### src/rtl/pair_keyed_hours_table_macros.svh
// ----------------------------------------------------------------------------
// pair_keyed_hours_table_macros.svh
// Assertion macros for the hours table; empty when synthesising.
// ----------------------------------------------------------------------------
`ifndef PAIR_KEYED_HOURS_TABLE_MACROS_SVH
`define PAIR_KEYED_HOURS_TABLE_MACROS_SVH

`ifndef SYNTHESIS
// same-cycle implication
`define PKHT_ASSERT_NOW(lbl, clk, rst_n, ante, cons) \
    lbl: assert property (@(posedge clk) disable iff (!rst_n) (ante) |-> (cons)) \
        else $error("pkht: check failed");
// next-cycle implication
`define PKHT_ASSERT_NEXT(lbl, clk, rst_n, ante, cons) \
    lbl: assert property (@(posedge clk) disable iff (!rst_n) (ante) |=> (cons)) \
        else $error("pkht: check failed");
`else
`define PKHT_ASSERT_NOW(lbl, clk, rst_n, ante, cons)
`define PKHT_ASSERT_NEXT(lbl, clk, rst_n, ante, cons)
`endif

`endif

### src/rtl/pkht_pkg.sv
// ----------------------------------------------------------------------------
// pkht_pkg
// Shared codes, widths and control types of the hours table.
// ----------------------------------------------------------------------------
package pkht_pkg;

    localparam int FIELD_W  = 16;
    localparam int KIND_W   = 2;
    localparam int STATUS_W = 3;
    localparam int COUNT_W  = 7;

    // operation codes
    localparam logic [KIND_W-1:0] KIND_ASSIGN = 2'd0;
    localparam logic [KIND_W-1:0] KIND_REMOVE = 2'd1;
    localparam logic [KIND_W-1:0] KIND_LIST   = 2'd2;

    // result status codes
    localparam logic [STATUS_W-1:0] ST_UPDATED  = 3'd0;
    localparam logic [STATUS_W-1:0] ST_INSERTED = 3'd1;
    localparam logic [STATUS_W-1:0] ST_FULL     = 3'd2;
    localparam logic [STATUS_W-1:0] ST_REMOVED  = 3'd3;
    localparam logic [STATUS_W-1:0] ST_LISTED   = 3'd4;
    localparam logic [STATUS_W-1:0] ST_NONE     = 3'd5;

    typedef enum logic [1:0] {
        S_IDLE,
        S_SCAN,
        S_FINAL
    } t_state;

    // controller -> datapath
    typedef struct packed {
        logic load;     // capture input item, restart scan
        logic advance;  // evaluate held entry, issue next read
        logic finish;   // write back and emit final result
    } t_cmd;

    // datapath -> controller
    typedef struct packed {
        logic in_bad;     // zero owner or unknown kind on the input
        logic rd_vld;     // an entry waits in the read register
        logic hit;        // that entry matches the key
        logic is_list;    // current op is a list
        logic pend_valid; // a listed entry is held back
        logic out_free;   // output register can take an item
        logic scan_end;   // every entry evaluated
    } t_sts;

endpackage

### src/rtl/pkht_ctrl.sv
// ----------------------------------------------------------------------------
// pkht_ctrl
// Sequencer: accept, scan the table, finish the operation.
// ----------------------------------------------------------------------------
`include "pair_keyed_hours_table_macros.svh"

module pkht_ctrl
    import pkht_pkg::*;
(
    input  logic i_clk,
    input  logic i_rst_n,
    input  logic i_in_valid,
    output logic o_in_ready,
    input  t_sts i_sts,
    output t_cmd o_cmd
);

    t_state r_state;
    t_state n_state;
    logic   stall;

    // a list hit with an entry already held needs room at the output
    assign stall = i_sts.rd_vld & i_sts.hit & i_sts.is_list & i_sts.pend_valid
                   & ~i_sts.out_free;

    always_ff @(posedge i_clk) begin
        if (!i_rst_n) begin
            r_state <= S_IDLE;
        end else begin
            r_state <= n_state;
        end
    end

    always_comb begin
        n_state = r_state;
        case (r_state)
            S_IDLE: begin
                if (i_in_valid) begin
                    n_state = i_sts.in_bad ? S_FINAL : S_SCAN;
                end
            end
            S_SCAN: begin
                if (i_sts.scan_end) begin
                    n_state = S_FINAL;
                end
            end
            S_FINAL: begin
                if (i_sts.out_free) begin
                    n_state = S_IDLE;
                end
            end
            default: n_state = S_IDLE;
        endcase
    end

    always_comb begin
        o_in_ready    = 1'b0;
        o_cmd.load    = 1'b0;
        o_cmd.advance = 1'b0;
        o_cmd.finish  = 1'b0;
        case (r_state)
            S_IDLE: begin
                o_in_ready = 1'b1;
                o_cmd.load = i_in_valid;
            end
            S_SCAN: begin
                o_cmd.advance = ~i_sts.scan_end & ~stall;
            end
            S_FINAL: begin
                o_cmd.finish = i_sts.out_free;
            end
            default: ;
        endcase
    end

    `PKHT_ASSERT_NEXT(a_scan_to_final, i_clk, i_rst_n,
                      (r_state == S_SCAN) && i_sts.scan_end, r_state == S_FINAL)

endmodule

### src/rtl/pkht_dp.sv
// ----------------------------------------------------------------------------
// pkht_dp
// Table storage, one-entry-per-cycle scan (held by a list stall), held list entry, output register.
// ----------------------------------------------------------------------------
`include "pair_keyed_hours_table_macros.svh"

module pkht_dp
    import pkht_pkg::*;
#(
    parameter int ENTRIES  = 64,
    parameter int KEY_BITS = 16
) (
    input  logic                i_clk,
    input  logic                i_rst_n,
    input  logic [KIND_W-1:0]   i_kind,
    input  logic [FIELD_W-1:0]  i_owner_id,
    input  logic [FIELD_W-1:0]  i_item_id,
    input  logic [FIELD_W-1:0]  i_hours,
    input  t_cmd                i_cmd,
    output t_sts                o_sts,
    input  logic                i_out_ready,
    output logic                o_out_valid,
    output logic [STATUS_W-1:0] o_status,
    output logic [FIELD_W-1:0]  o_found_item,
    output logic [FIELD_W-1:0]  o_found_hours,
    output logic [COUNT_W-1:0]  o_removed_count,
    output logic                o_last
);

    localparam int KW = (KEY_BITS < FIELD_W) ? KEY_BITS : FIELD_W;
    localparam int IW = (ENTRIES > 1) ? $clog2(ENTRIES) : 1;
    localparam int CW = $clog2(ENTRIES + 1);
    localparam int WW = 2 * KW + FIELD_W;
    localparam logic [IW-1:0] LAST_IDX = IW'(ENTRIES - 1);

    // table word: {hours, item, owner}
    logic [WW-1:0]      r_mem [ENTRIES];
    logic [WW-1:0]      r_rd_word;
    logic [ENTRIES-1:0] r_valid;

    // operation
    logic [KIND_W-1:0]  r_kind;
    logic [KW-1:0]      r_owner;
    logic [KW-1:0]      r_item;
    logic [FIELD_W-1:0] r_hours;
    logic               r_bad;

    // scan
    logic [IW-1:0]      r_addr;
    logic [IW-1:0]      r_idx;
    logic               r_issue_done;
    logic               r_rd_vld;
    logic               r_hit_found;
    logic [IW-1:0]      r_hit_idx;
    logic               r_free_found;
    logic [IW-1:0]      r_free_idx;
    logic [CW-1:0]      r_count;

    // held list entry
    logic               r_pend_valid;
    logic [KW-1:0]      r_pend_item;
    logic [FIELD_W-1:0] r_pend_hours;

    // output register
    logic                r_o_valid;
    logic [STATUS_W-1:0] r_o_status;
    logic [FIELD_W-1:0]  r_o_item;
    logic [FIELD_W-1:0]  r_o_hours;
    logic [COUNT_W-1:0]  r_o_count;
    logic                r_o_last;

    logic [KW-1:0]       cur_owner;
    logic [KW-1:0]       cur_item;
    logic [FIELD_W-1:0]  cur_hours;
    logic                cur_valid;
    logic                hit;
    logic                out_free;
    logic                eval;
    logic                issue;
    logic                push;
    logic [IW-1:0]       rd_addr;

    logic [STATUS_W-1:0] fin_status;
    logic [FIELD_W-1:0]  fin_item;
    logic [FIELD_W-1:0]  fin_hours;
    logic [COUNT_W-1:0]  fin_count;
    logic                fin_wr;
    logic                fin_insert;
    logic [IW-1:0]       fin_idx;

    assign cur_owner = r_rd_word[KW-1:0];
    assign cur_item  = r_rd_word[2*KW-1:KW];
    assign cur_hours = r_rd_word[WW-1:2*KW];
    assign cur_valid = r_valid[r_idx];

    assign hit = cur_valid && (cur_owner == r_owner)
                 && ((r_kind != KIND_ASSIGN) || (cur_item == r_item));

    assign out_free = ~r_o_valid | i_out_ready;
    assign eval     = i_cmd.advance & r_rd_vld;
    assign issue    = i_cmd.advance & ~r_issue_done;
    assign push     = eval & hit & (r_kind == KIND_LIST) & r_pend_valid;
    // while stalled the read register re-reads its own entry
    assign rd_addr  = issue ? r_addr : r_idx;

    assign o_sts.in_bad     = (i_owner_id[KW-1:0] == '0)
                              || ((i_kind != KIND_ASSIGN) && (i_kind != KIND_REMOVE)
                                  && (i_kind != KIND_LIST));
    assign o_sts.rd_vld     = r_rd_vld;
    assign o_sts.hit        = hit;
    assign o_sts.is_list    = (r_kind == KIND_LIST);
    assign o_sts.pend_valid = r_pend_valid;
    assign o_sts.out_free   = out_free;
    assign o_sts.scan_end   = r_issue_done & ~r_rd_vld;

    // final result of the operation
    always_comb begin
        fin_status = ST_NONE;
        fin_item   = '0;
        fin_hours  = '0;
        fin_count  = '0;
        fin_wr     = 1'b0;
        fin_insert = 1'b0;
        fin_idx    = r_free_idx;
        if (!r_bad) begin
            case (r_kind)
                KIND_ASSIGN: begin
                    if (r_hit_found) begin
                        fin_status = ST_UPDATED;
                        fin_wr     = 1'b1;
                        fin_idx    = r_hit_idx;
                    end else if (r_free_found) begin
                        fin_status = ST_INSERTED;
                        fin_wr     = 1'b1;
                        fin_insert = 1'b1;
                    end else begin
                        fin_status = ST_FULL;
                    end
                end
                KIND_REMOVE: begin
                    fin_status = ST_REMOVED;
                    fin_count  = COUNT_W'(r_count);
                end
                KIND_LIST: begin
                    if (r_pend_valid) begin
                        fin_status = ST_LISTED;
                        fin_item   = FIELD_W'(r_pend_item);
                        fin_hours  = r_pend_hours;
                    end
                end
                default: fin_status = ST_NONE;
            endcase
        end
    end

    // table memory
    always_ff @(posedge i_clk) begin
        if (i_cmd.finish && fin_wr) begin
            r_mem[fin_idx] <= {r_hours, r_item, r_owner};
        end
        r_rd_word <= r_mem[rd_addr];
    end

    // occupancy
    always_ff @(posedge i_clk) begin
        if (!i_rst_n) begin
            r_valid <= '0;
        end else begin
            if (eval && hit && (r_kind == KIND_REMOVE)) begin
                r_valid[r_idx] <= 1'b0;
            end
            if (i_cmd.finish && fin_insert) begin
                r_valid[r_free_idx] <= 1'b1;
            end
        end
    end

    // operation and scan bookkeeping
    always_ff @(posedge i_clk) begin
        if (!i_rst_n) begin
            r_issue_done <= 1'b0;
            r_rd_vld     <= 1'b0;
            r_hit_found  <= 1'b0;
            r_free_found <= 1'b0;
            r_pend_valid <= 1'b0;
            r_count      <= '0;
            r_addr       <= '0;
            r_idx        <= '0;
            r_bad        <= 1'b0;
            r_kind       <= KIND_ASSIGN;
        end else if (i_cmd.load) begin
            r_kind       <= i_kind;
            r_bad        <= o_sts.in_bad;
            r_issue_done <= 1'b0;
            r_rd_vld     <= 1'b0;
            r_hit_found  <= 1'b0;
            r_free_found <= 1'b0;
            r_pend_valid <= 1'b0;
            r_count      <= '0;
            r_addr       <= '0;
        end else if (i_cmd.advance) begin
            r_rd_vld <= ~r_issue_done;
            if (issue) begin
                r_idx <= r_addr;
                if (r_addr == LAST_IDX) begin
                    r_issue_done <= 1'b1;
                end else begin
                    r_addr <= r_addr + IW'(1);
                end
            end
            if (eval) begin
                case (r_kind)
                    KIND_ASSIGN: begin
                        if (hit && !r_hit_found) begin
                            r_hit_found <= 1'b1;
                        end
                        if (!cur_valid && !r_free_found) begin
                            r_free_found <= 1'b1;
                        end
                    end
                    KIND_REMOVE: begin
                        if (hit) begin
                            r_count <= r_count + CW'(1);
                        end
                    end
                    KIND_LIST: begin
                        if (hit) begin
                            r_pend_valid <= 1'b1;
                        end
                    end
                    default: ;
                endcase
            end
        end
    end

    // payload side of the scan, no reset
    always_ff @(posedge i_clk) begin
        if (i_cmd.load) begin
            r_owner <= i_owner_id[KW-1:0];
            r_item  <= i_item_id[KW-1:0];
            r_hours <= i_hours;
        end
        if (eval && (r_kind == KIND_ASSIGN)) begin
            if (hit && !r_hit_found) begin
                r_hit_idx <= r_idx;
            end
            if (!cur_valid && !r_free_found) begin
                r_free_idx <= r_idx;
            end
        end
        if (eval && hit && (r_kind == KIND_LIST)) begin
            r_pend_item  <= cur_item;
            r_pend_hours <= cur_hours;
        end
    end

    // output register
    always_ff @(posedge i_clk) begin
        if (!i_rst_n) begin
            r_o_valid <= 1'b0;
        end else if (i_cmd.finish || push) begin
            r_o_valid <= 1'b1;
        end else if (i_out_ready) begin
            r_o_valid <= 1'b0;
        end
    end

    always_ff @(posedge i_clk) begin
        if (i_cmd.finish) begin
            r_o_status <= fin_status;
            r_o_item   <= fin_item;
            r_o_hours  <= fin_hours;
            r_o_count  <= fin_count;
            r_o_last   <= 1'b1;
        end else if (push) begin
            // earlier entry goes out, the current one is held back
            r_o_status <= ST_LISTED;
            r_o_item   <= FIELD_W'(r_pend_item);
            r_o_hours  <= r_pend_hours;
            r_o_count  <= '0;
            r_o_last   <= 1'b0;
        end
    end

    assign o_out_valid     = r_o_valid;
    assign o_status        = r_o_status;
    assign o_found_item    = r_o_item;
    assign o_found_hours   = r_o_hours;
    assign o_removed_count = r_o_count;
    assign o_last          = r_o_last;

    `PKHT_ASSERT_NOW(a_push_has_room, i_clk, i_rst_n, push, out_free)
    `PKHT_ASSERT_NOW(a_insert_into_free, i_clk, i_rst_n,
                     i_cmd.finish && fin_insert, !r_valid[r_free_idx])
    `PKHT_ASSERT_NOW(a_count_bound, i_clk, i_rst_n, r_kind == KIND_REMOVE,
                     r_count <= CW'(ENTRIES))

endmodule

### src/rtl/pair_keyed_hours_table.sv
// ----------------------------------------------------------------------------
// pair_keyed_hours_table
// Owner/item keyed hours table with assign, remove and list operations.
// ----------------------------------------------------------------------------
//
//  channel  | dir | tdata (low bit up)                          | side bits
//  ---------+-----+---------------------------------------------+--------------
//  s_axis   | in  | owner_id[15:0] item_id[31:16] hours[47:32]  | tuser = kind
//  m_axis   | out | status[2:0] found_item[18:3]                | tlast = last
//           |     | found_hours[34:19] removed_count[41:35]     |
//
// Every item scans all ENTRIES rows, one row per cycle unless a list stall
// holds the scan, through the single read port of the table memory: accept,
// the scan (ENTRIES reads, judging the last row, seeing the end), finish; an
// item with a zero owner or an unknown kind skips the scan.
// List stalls the scan while its output register is held; finish waits for it.
// Reset clears the per-row occupancy bits directly; no clearing pass.
// The next item is accepted while the last result still waits at m_axis.
// ----------------------------------------------------------------------------
module pair_keyed_hours_table
    import pkht_pkg::*;
#(
    parameter int ENTRIES  = 64,  // table rows, 1 to 64
    parameter int KEY_BITS = 16   // stored key bits, 8 to 32; above 16 only 16 are kept
) (
    input  logic        i_clk,
    input  logic        i_rst_n,
    input  logic        s_axis_tvalid,
    output logic        s_axis_tready,
    input  logic [47:0] s_axis_tdata,  // owner_id, item_id, hours
    input  logic [1:0]  s_axis_tuser,  // kind
    output logic        m_axis_tvalid,
    input  logic        m_axis_tready,
    output logic [47:0] m_axis_tdata,  // status, found_item, found_hours, removed_count
    output logic        m_axis_tlast   // last
);

    t_cmd                cmd;
    t_sts                sts;
    logic [STATUS_W-1:0] status;
    logic [FIELD_W-1:0]  found_item;
    logic [FIELD_W-1:0]  found_hours;
    logic [COUNT_W-1:0]  removed_count;

    // sequencer
    pkht_ctrl u_ctrl (
        .i_clk      (i_clk),
        .i_rst_n    (i_rst_n),
        .i_in_valid (s_axis_tvalid),
        .o_in_ready (s_axis_tready),
        .i_sts      (sts),
        .o_cmd      (cmd)
    );

    // table, scan and output register
    pkht_dp #(
        .ENTRIES  (ENTRIES),
        .KEY_BITS (KEY_BITS)
    ) u_dp (
        .i_clk           (i_clk),
        .i_rst_n         (i_rst_n),
        .i_kind          (s_axis_tuser),
        .i_owner_id      (s_axis_tdata[15:0]),
        .i_item_id       (s_axis_tdata[31:16]),
        .i_hours         (s_axis_tdata[47:32]),
        .i_cmd           (cmd),
        .o_sts           (sts),
        .i_out_ready     (m_axis_tready),
        .o_out_valid     (m_axis_tvalid),
        .o_status        (status),
        .o_found_item    (found_item),
        .o_found_hours   (found_hours),
        .o_removed_count (removed_count),
        .o_last          (m_axis_tlast)
    );

    // pack result fields, pad to whole bytes
    assign m_axis_tdata = {6'b0, removed_count, found_hours, found_item, status};

endmodule
### config.mk
export PLATFORM = sky130hd
export DESIGN_NAME = pair_keyed_hours_table
export DESIGN_NICKNAME = d
export VERILOG_FILES = /design/src/rtl/pkht_pkg.sv /design/src/rtl/pkht_ctrl.sv /design/src/rtl/pkht_dp.sv /design/src/rtl/pair_keyed_hours_table.sv
export VERILOG_INCLUDE_DIRS = /design/src /design/src/rtl
export SDC_FILE = /design/constraint.sdc
export NUM_CORES = 2
export LEC_CHECK = 0
export ABC_AREA = 1
export BUFFER_PORTS_ARGS = -buffer_cell sky130_fd_sc_hd__buf_2
export CORE_ASPECT_RATIO = 0.75
export CORE_MARGIN = 4
export CORE_UTILIZATION = 30
export DETAILED_ROUTE_END_ITERATION = 7
export PLACE_DENSITY = 0.42
export SLEW_MARGIN = 20
export SYNTH_ARGS = -nofsm -noshare
export SYNTH_HDL_FRONTEND = slang
export SYNTH_SLANG_ARGS = --single-unit
export TNS_END_PERCENT = 10
### constraint.sdc
create_clock -name i_clk -period 4.1 [get_ports i_clk]
set_input_delay 0.205 -clock i_clk [delete_from_list [all_inputs] [get_ports i_clk]]
set_output_delay 0.205 -clock i_clk [all_outputs]
set_load 0.05 [all_outputs]
Yosys cells after proc, flatten, opt, wreduce, memory -nomap -nowiden
Memories as Yosys holds them, arrays and structs flattened. A register that Yosys moved wholly into a read port is not among the register bits.
Cells that the tools add are included.
{"block": "totals", "register_bits": 229, "ramBits": 3072, "in_bits": 54, "output_inout_bits": 51, "word_cells": 160, "n_memories": 1}
{"memory": "u_dp.r_mem", "words": 64, "width": 48, "read_ports": 1, "rd_ports_with_merged_regs": 1, "write_ports": 1, "line_no": "pkht_dp.sv:37", "rtl": "logic [WW-1:0] r_mem [ENTRIES];"}
{"block": "op_classes", "addsub": 2, "n_lt_le_gt_ge": 4, "n_eq_ne": 12, "n_mux": 54, "bitwise_logic": 24, "n_reduce_logical": 38}
{"op": "64-bit two-way mux", "n": 3}
{"op": "16-bit two-way mux", "n": 10}
{"op": "64-bit bitwise AND", "n": 1}
{"op": "64-bit inverter", "n": 1}
{"op": "64-bit bitwise OR", "n": 1}
{"op": "16-bit == test", "n": 2}
{"op": "7-bit two-way mux", "n": 4}
{"op": "6-bit two-way mux", "n": 4}
{"op": "1-bit two-way mux", "n": 19}
{"op": "16-bit zero test", "n": 1}
{"op": "4-bit AND reduction", "n": 4}
{"op": "1-bit logical AND", "n": 14}
{"op": "6-bit by 7-bit less-than comparator with 1-bit output, second input constant", "n": 2}
{"op": "1-bit demux with 6-bit select", "n": 2}
{"op": "6-bit by 1-bit >= comparator with 1-bit output, second input constant", "n": 2}
{"op": "3-bit two-way mux", "n": 4}
{"op": "1-bit bitwise AND", "n": 11}
{"op": "2-bit two-way mux", "n": 5}
{"op": "1-bit inverter", "n": 9}
{"op": "3-bit one-hot mux with 3 select lines", "n": 1}
{"op": "3-bit AND reduction", "n": 3}
{"op": "2-bit nonzero test", "n": 4}
{"op": "7-bit by 1-bit adder with 7-bit output, second input constant", "n": 1}
{"op": "6-bit by 1-bit adder with 6-bit output, second input constant", "n": 1}
{"op": "other kinds (13)", "n": 25}

Logic depth before layout (Yosys ltp)
{"block": "logic_depth", "ltp_word": 18, "ltp_mapped": 26, "depth_no_buf": 23}

Hierarchy
From an unflattened synthesis, not the netlist that was laid out.
{"block": "hier_totals", "cells_unflattened": 10276, "hier_area_um2": 132703.5}
{"mod": "pkht_dp", "n_inst": 1, "cells_each": 10247, "area_per_inst_um2": 132524.6, "seq_area_each_um2": 99095.0}
{"mod": "pkht_ctrl", "n_inst": 1, "cells_each": 22, "area_per_inst_um2": 130.1, "seq_area_each_um2": 40.0}
{"mod": "pair_keyed_hours_table", "n_inst": 1, "cells_each": 7, "area_per_inst_um2": 48.8, "seq_area_each_um2": 0.0}

Least setup slack after synthesis
No wires, ideal clock.
{"block": "synth_path", "path_kind": "register -> register", "start": "reg u_ctrl.r_state[0]", "end": "reg u_dp.r_count[0]", "setup_time_ns": 0.132, "t_arrival_ns": 4.323, "t_required_ns": 3.968, "path_slack_ns": -0.355, "stages_incl_launch_ff": 8, "n_path_buf": 1, "period_less_slack_ns": 4.455, "path_cell_list": "dfxtp_1 > nor2_1 > inv_1 > nor2_1 > nor2_1 > inv_1 > clkbuf_1 > nor3_1"}
{"element": "start: declaration", "line_no": "pkht_ctrl.sv:18", "rtl": "t_state r_state;"}
{"element": "start signal: assignment", "line_no": "pkht_ctrl.sv:30", "rtl": "r_state <= n_state;"}
{"element": "end signal: assignment", "line_no": "pkht_dp.sv:223", "rtl": "r_count <= r_count + CW'(1);"}
{"element": "end: declaration", "line_no": "pkht_dp.sv:57", "rtl": "logic [CW-1:0] r_count;"}

Final worst setup path
{"block": "layout_path", "start": "reg u_dp.r_item[1]", "end": "reg u_dp.r_rd_word[17] (read register of u_dp.r_mem)"}
{"block": "layout_between", "elab_chain_len": 12}
{"element": "start: declaration", "line_no": "pkht_dp.sv:44", "rtl": "logic [KW-1:0] r_item;"}
{"element": "start signal: assignment", "line_no": "pkht_dp.sv:241", "rtl": "r_item <= i_item_id[KW-1:0];"}
{"element": "16-bit == test", "line_no": "pkht_dp.sv:97", "rtl": "&& ((r_kind != KIND_ASSIGN) || (cur_item == r_item));"}
{"element": "1-bit logical OR", "line_no": "pkht_dp.sv:97"}
{"element": "1-bit logical AND", "line_no": "pkht_dp.sv:97"}
{"element": "1-bit bitwise AND (3 in a row)", "line_no": "pkht_ctrl.sv:23", "rtl": "assign stall = i_sts.rd_vld & i_sts.hit & i_sts.is_list & i_sts.pend_valid"}
{"element": "1-bit bitwise AND", "line_no": "pkht_ctrl.sv:24", "rtl": "& ~i_sts.out_free;"}
{"element": "1-bit inverter", "line_no": "pkht_ctrl.sv:67", "rtl": "o_cmd.advance = ~i_sts.scan_end & ~stall;"}
{"element": "1-bit bitwise AND", "line_no": "pkht_ctrl.sv:67"}
{"element": "1-bit two-way mux", "line_no": "pkht_ctrl.sv:61", "rtl": "case (r_state)"}
{"element": "1-bit bitwise AND", "line_no": "pkht_dp.sv:101", "rtl": "assign issue = i_cmd.advance & ~r_issue_done;"}
{"element": "6-bit two-way mux"}
{"element": "end: declaration", "line_no": "pkht_dp.sv:38", "rtl": "logic [WW-1:0] r_rd_word;"}
Every way passes these cells.
A chain may end at the register's enable or synchronous reset.

==> results_dict.tcl <==
set metrics [dict create \
    nets 15200 \
    antenna_found_initial 31 \
    die_h_um 608.8 \
    htreeDepth 5 \
    skew_ns 0.05830 \
    die_x_um 809.1 \
    yosysTopAreaCellShare_pct 66.68 \
    clk_pin_slew_ns 0.06 \
    crit_chain "xnor2_2 -> nand4_1 -> nor2_4 -> buf_6 -> nand2_8 -> a21oi_4 -> nand3_4 -> buf_6 -> nand4_1 -> nand2_8 -> buf_12 -> buf_16 -> buf_16 -> buf_12 -> buf_6 -> nand2_2 -> nand2_2 -> nand2_2 -> nand3_2 -> nand3_2 -> nand3_2 -> nand3_2 -> nand2_1" \
    cp_common_cell "nand3_2" \
    worst_path_largest_cell_delay_ns 0.57 \
    cellPowerDensity_nw_per_um2 542.1 \
    leakage_nw 74.63 \
    drc_errors 0 \
    outcome "finished with violations" \
    hold_class "input pin to flop" \
    wl_per_cell_um 25.04 \
    postSynth.asyncResetShare_pct 0 \
    ys.flop_type "edfxtp_1" \
    hold_viol 0 \
    clk_latency_ns 1.01 \
    core_um2 479200 \
    cts_root_buf "clkbuf_16" \
    arrival_ns 4.99 \
    critPathBufInv 7 \
    synth_warnings 0 \
    synth_cell_type_count 35 \
    syn2layout_area_growth_pct 25.63 \
    vdd_drop_max_v 0.0003192 \
    synth_seq_cells 3349 \
    slew_violations 0 \
    crit_slowest_cell "nand4_1" \
    io_buffers 98 \
    yosysSeqAreaShare_pct 68.66 \
    drive_gt1_share_pct 14.44 \
    grt.total_usage_pct 21.46 \
    placed_cells_incl_taps 21020 \
    grt_pass1_wl_um 763300 \
    num_rows 220 \
    cts_sinks 3349 \
    cts_tree "done" \
    critPathLaunchType "flop" \
    final_cells 21880 \
    fin_total_pwr_mw 98.34 \
    clockBufferDepth 4 \
    max_freq_mhz 241.8 \
    final.setup.worst_slack_ns -0.03487 \
    gp_congestion 0.8066 \
    rsz0062_at_grt "true" \
    viasPerCell 4.671 \
    overflow 0 \
    violations "negative setup slack" \
    synthesis.area_um2 144400 \
    numCtsBuffers 355 \
    setup_viol 10 \
    fin_crit_sh_pct 100.9 \
    crit_type "flop to flop" \
    avgSynthCellArea_um2 10.28 \
    grt_max_degree 73 \
    cap_violations 0 \
    worst_pin_slew_ns 1.135 \
    yosys.area.top_type "edfxtp_1" \
    synth_edf_count 3206 \
    antenna_left 0 \
    pin_count 105 \
    drt_iter0_markers 11850 \
    min_period_ns 4.135 \
    syn_inst 14040 \
    crit_family "simple AND/OR/NAND/NOR gates" \
    dieArea_um2 492600 \
    grt_pass1_vias 95740 \
    worst_setup_path_end_kind "flop" \
    cp.required_ns 4.96 \
    holdWs_ns 0.1292 \
    initial_core_util_pct 30.13 \
    dr.pass1.iters 5 \
    cp_max_fo 8 \
    synth_area_leaders "edfxtp_1 (67%), nand3_1 (10%), nand2_1 (9.1%), inv_1 (7.7%), dfxtp_1 (2.0%)" \
    routed_wl_um 548100 \
    dp_hpwl_um 334300 \
    dr_total_vias 102200 \
    relSlewSlack_pct 23.78 \
]
flip-flops by register name, indices dropped and copies added, names as in the netlist, 2 cells and up:
name / flops
u_dp.r_mem: 3072
u_dp.r_valid: 64
u_dp.r_rd_word: 48
u_dp.o_found_hours: 16
u_dp.o_found_item: 16
u_dp.r_hours: 16
u_dp.r_item: 16
u_dp.r_owner: 16
u_dp.r_pend_hours: 16
u_dp.r_pend_item: 16
u_dp.o_removed_count: 7
u_dp.r_count: 7
u_dp.r_addr: 6
u_dp.r_free_idx: 6
u_dp.r_hit_idx: 6
u_dp.r_idx: 6
u_dp.o_status: 3
u_ctrl.r_state: 2
u_dp.r_kind: 2
final cells by class:
type	count	area [um^2]
Clock inverter	193	1861
Sequential cell	3349	99140
Antenna cell	15	37.54
Clock buffer	449	9420
Tap cell	6438	8055
Fill cell	47110	297800
Timing Repair Buffer	1460	18860
Multi-Input combinational cell	6998	32800
Inverter	2982	11220
power by group:
part	switching (mW)	total [mW]	leakage, nW	internal [mW]
sequential	0.781	39.6	30.0	38.8
combinational	16.6	26.2	39.1	9.62
clock	14.5	32.5	5.52	18.0
worst reg2reg max path, stage by stage, from the launching register on:
cell and delay, ns:
edfxtp_1 0.51, xnor2_2 0.27, nand4_1 0.57, nor2_4 0.32
buf_6 0.15, nand2_8 0.07, a21oi_4 0.18, nand3_4 0.11
buf_6 0.14, nand4_1 0.18, nand2_8 0.20, buf_12 0.23
buf_16 0.17, buf_16 0.18, buf_12 0.16, buf_6 0.11
nand2_2 0.05, nand2_2 0.05, nand2_2 0.05, nand3_2 0.07
nand3_2 0.08, nand3_2 0.06, nand3_2 0.05, nand2_1 0.05
synth_stat cells (2+ instances only):
cell	number
or2_2	2
dfxtp_1	143
inv_1	2973
o21ai_2	2
nor2_1	186
nor3_1	24
buf_2	513
clkbuf_1	138
buf_1	46
nand4_1	9
and3_1	2
o21ai_0	84
or2_1	4
edfxtp_1	3206
xnor2_1	9
inv_2	9
ha_1	2
nor4_1	11
nand3_1	3022
buf_4	21
xor2_1	20
o211ai_1	6
nand2_1	3500
a21oi_1	84
o21ai_1	9
nor3_2	8
nand2_2	2
repair_timing:
item	CTS	global route
gates resized for setup	281	192
setup buffers	41	33
hold buffers	103	0
hold endpoints to repair	119	0
gates cloned	18	15
endpoints found under the setup margin	204	48
pin swaps	56	47
final timing paths:
check                                         from                    to  cells past startpoint  slack, ns
worst max-delay path                u_dp.r_item[1]    u_dp.r_rd_word[17]                     23      -0.03
worst min-delay path              s_axis_tdata[23]        u_dp.r_item[7]                      2       0.13
worst min register to register  u_dp.r_rd_word[38]  u_dp.r_pend_hours[6]                      0       0.41
worst max register to register      u_dp.r_item[1]    u_dp.r_rd_word[17]                     23      -0.03
layout by cell type, fill, tap and decap left out, types with 12 or more instances in the layout:
master	netlist	layout
nand3_4	1	31
xor2_1	20	19
inv_1	2973	2970
bufinv_16	0	27
dlygate4sd3_1	0	103
clkbuf_1	138	79
buf_16	0	53
buf_12	0	486
nand2_2	2	17
nor2_1	186	117
buf_6	1	60
diode_2	0	15
inv_6	0	12
o21ai_0	84	84
nand3_1	3022	2785
nor2_4	0	67
clkbuf_16	0	373
a21oi_1	84	83
nand3_2	1	208
edfxtp_1	3206	3206
buf_4	21	627
nor3_1	24	23
buf_2	513	98
clkinv_2	0	67
dfxtp_1	143	139
clkinv_1	0	62
clkbuf_8	0	12
nand2_1	3500	3481
layer usage:
layer	routed length, um	vias up	track usage (%)
met5	0	-	0
met4	11680	0	4.565
met3	33240	625	2.545
met2	240100	3311	32.60
met1	263000	50480	32.78
li1	-	47800	-
stage by stage:
stage	setup WS, ns	TNS (ns)	util, %	instance area, um^2
detailed placement	-1.179	-86.66	34.44	165100
global route	-0.1545	-5.105	37.85	181400
floorplan	-0.09856	-196.91	-	144400
global placement	-1.256	-98.28	34.44	165100
CTS	-0.1100	-1.612	37.51	179700
finish	-0.03487	-0.1737	37.85	181400
cells by family (layout without fill, tap and decap cells):
| logic type | after synthesis | in the layout | synth area share, % |
|---|---|---|---|
| other cells | 1 | 21 | 0.002597 |
| simple gates | 6773 | 6773 | 20.35 |
| buf+inv | 3701 | 5084 | 10.13 |
| compound gates | 188 | 188 | 0.6716 |
| xor+xnor | 29 | 29 | 0.1759 |
| flops | 3349 | 3349 | 68.66 |
| fa+ha+maj | 2 | 2 | 0.01733 |
No activity file was read; power rests on OpenSTA's default activity.
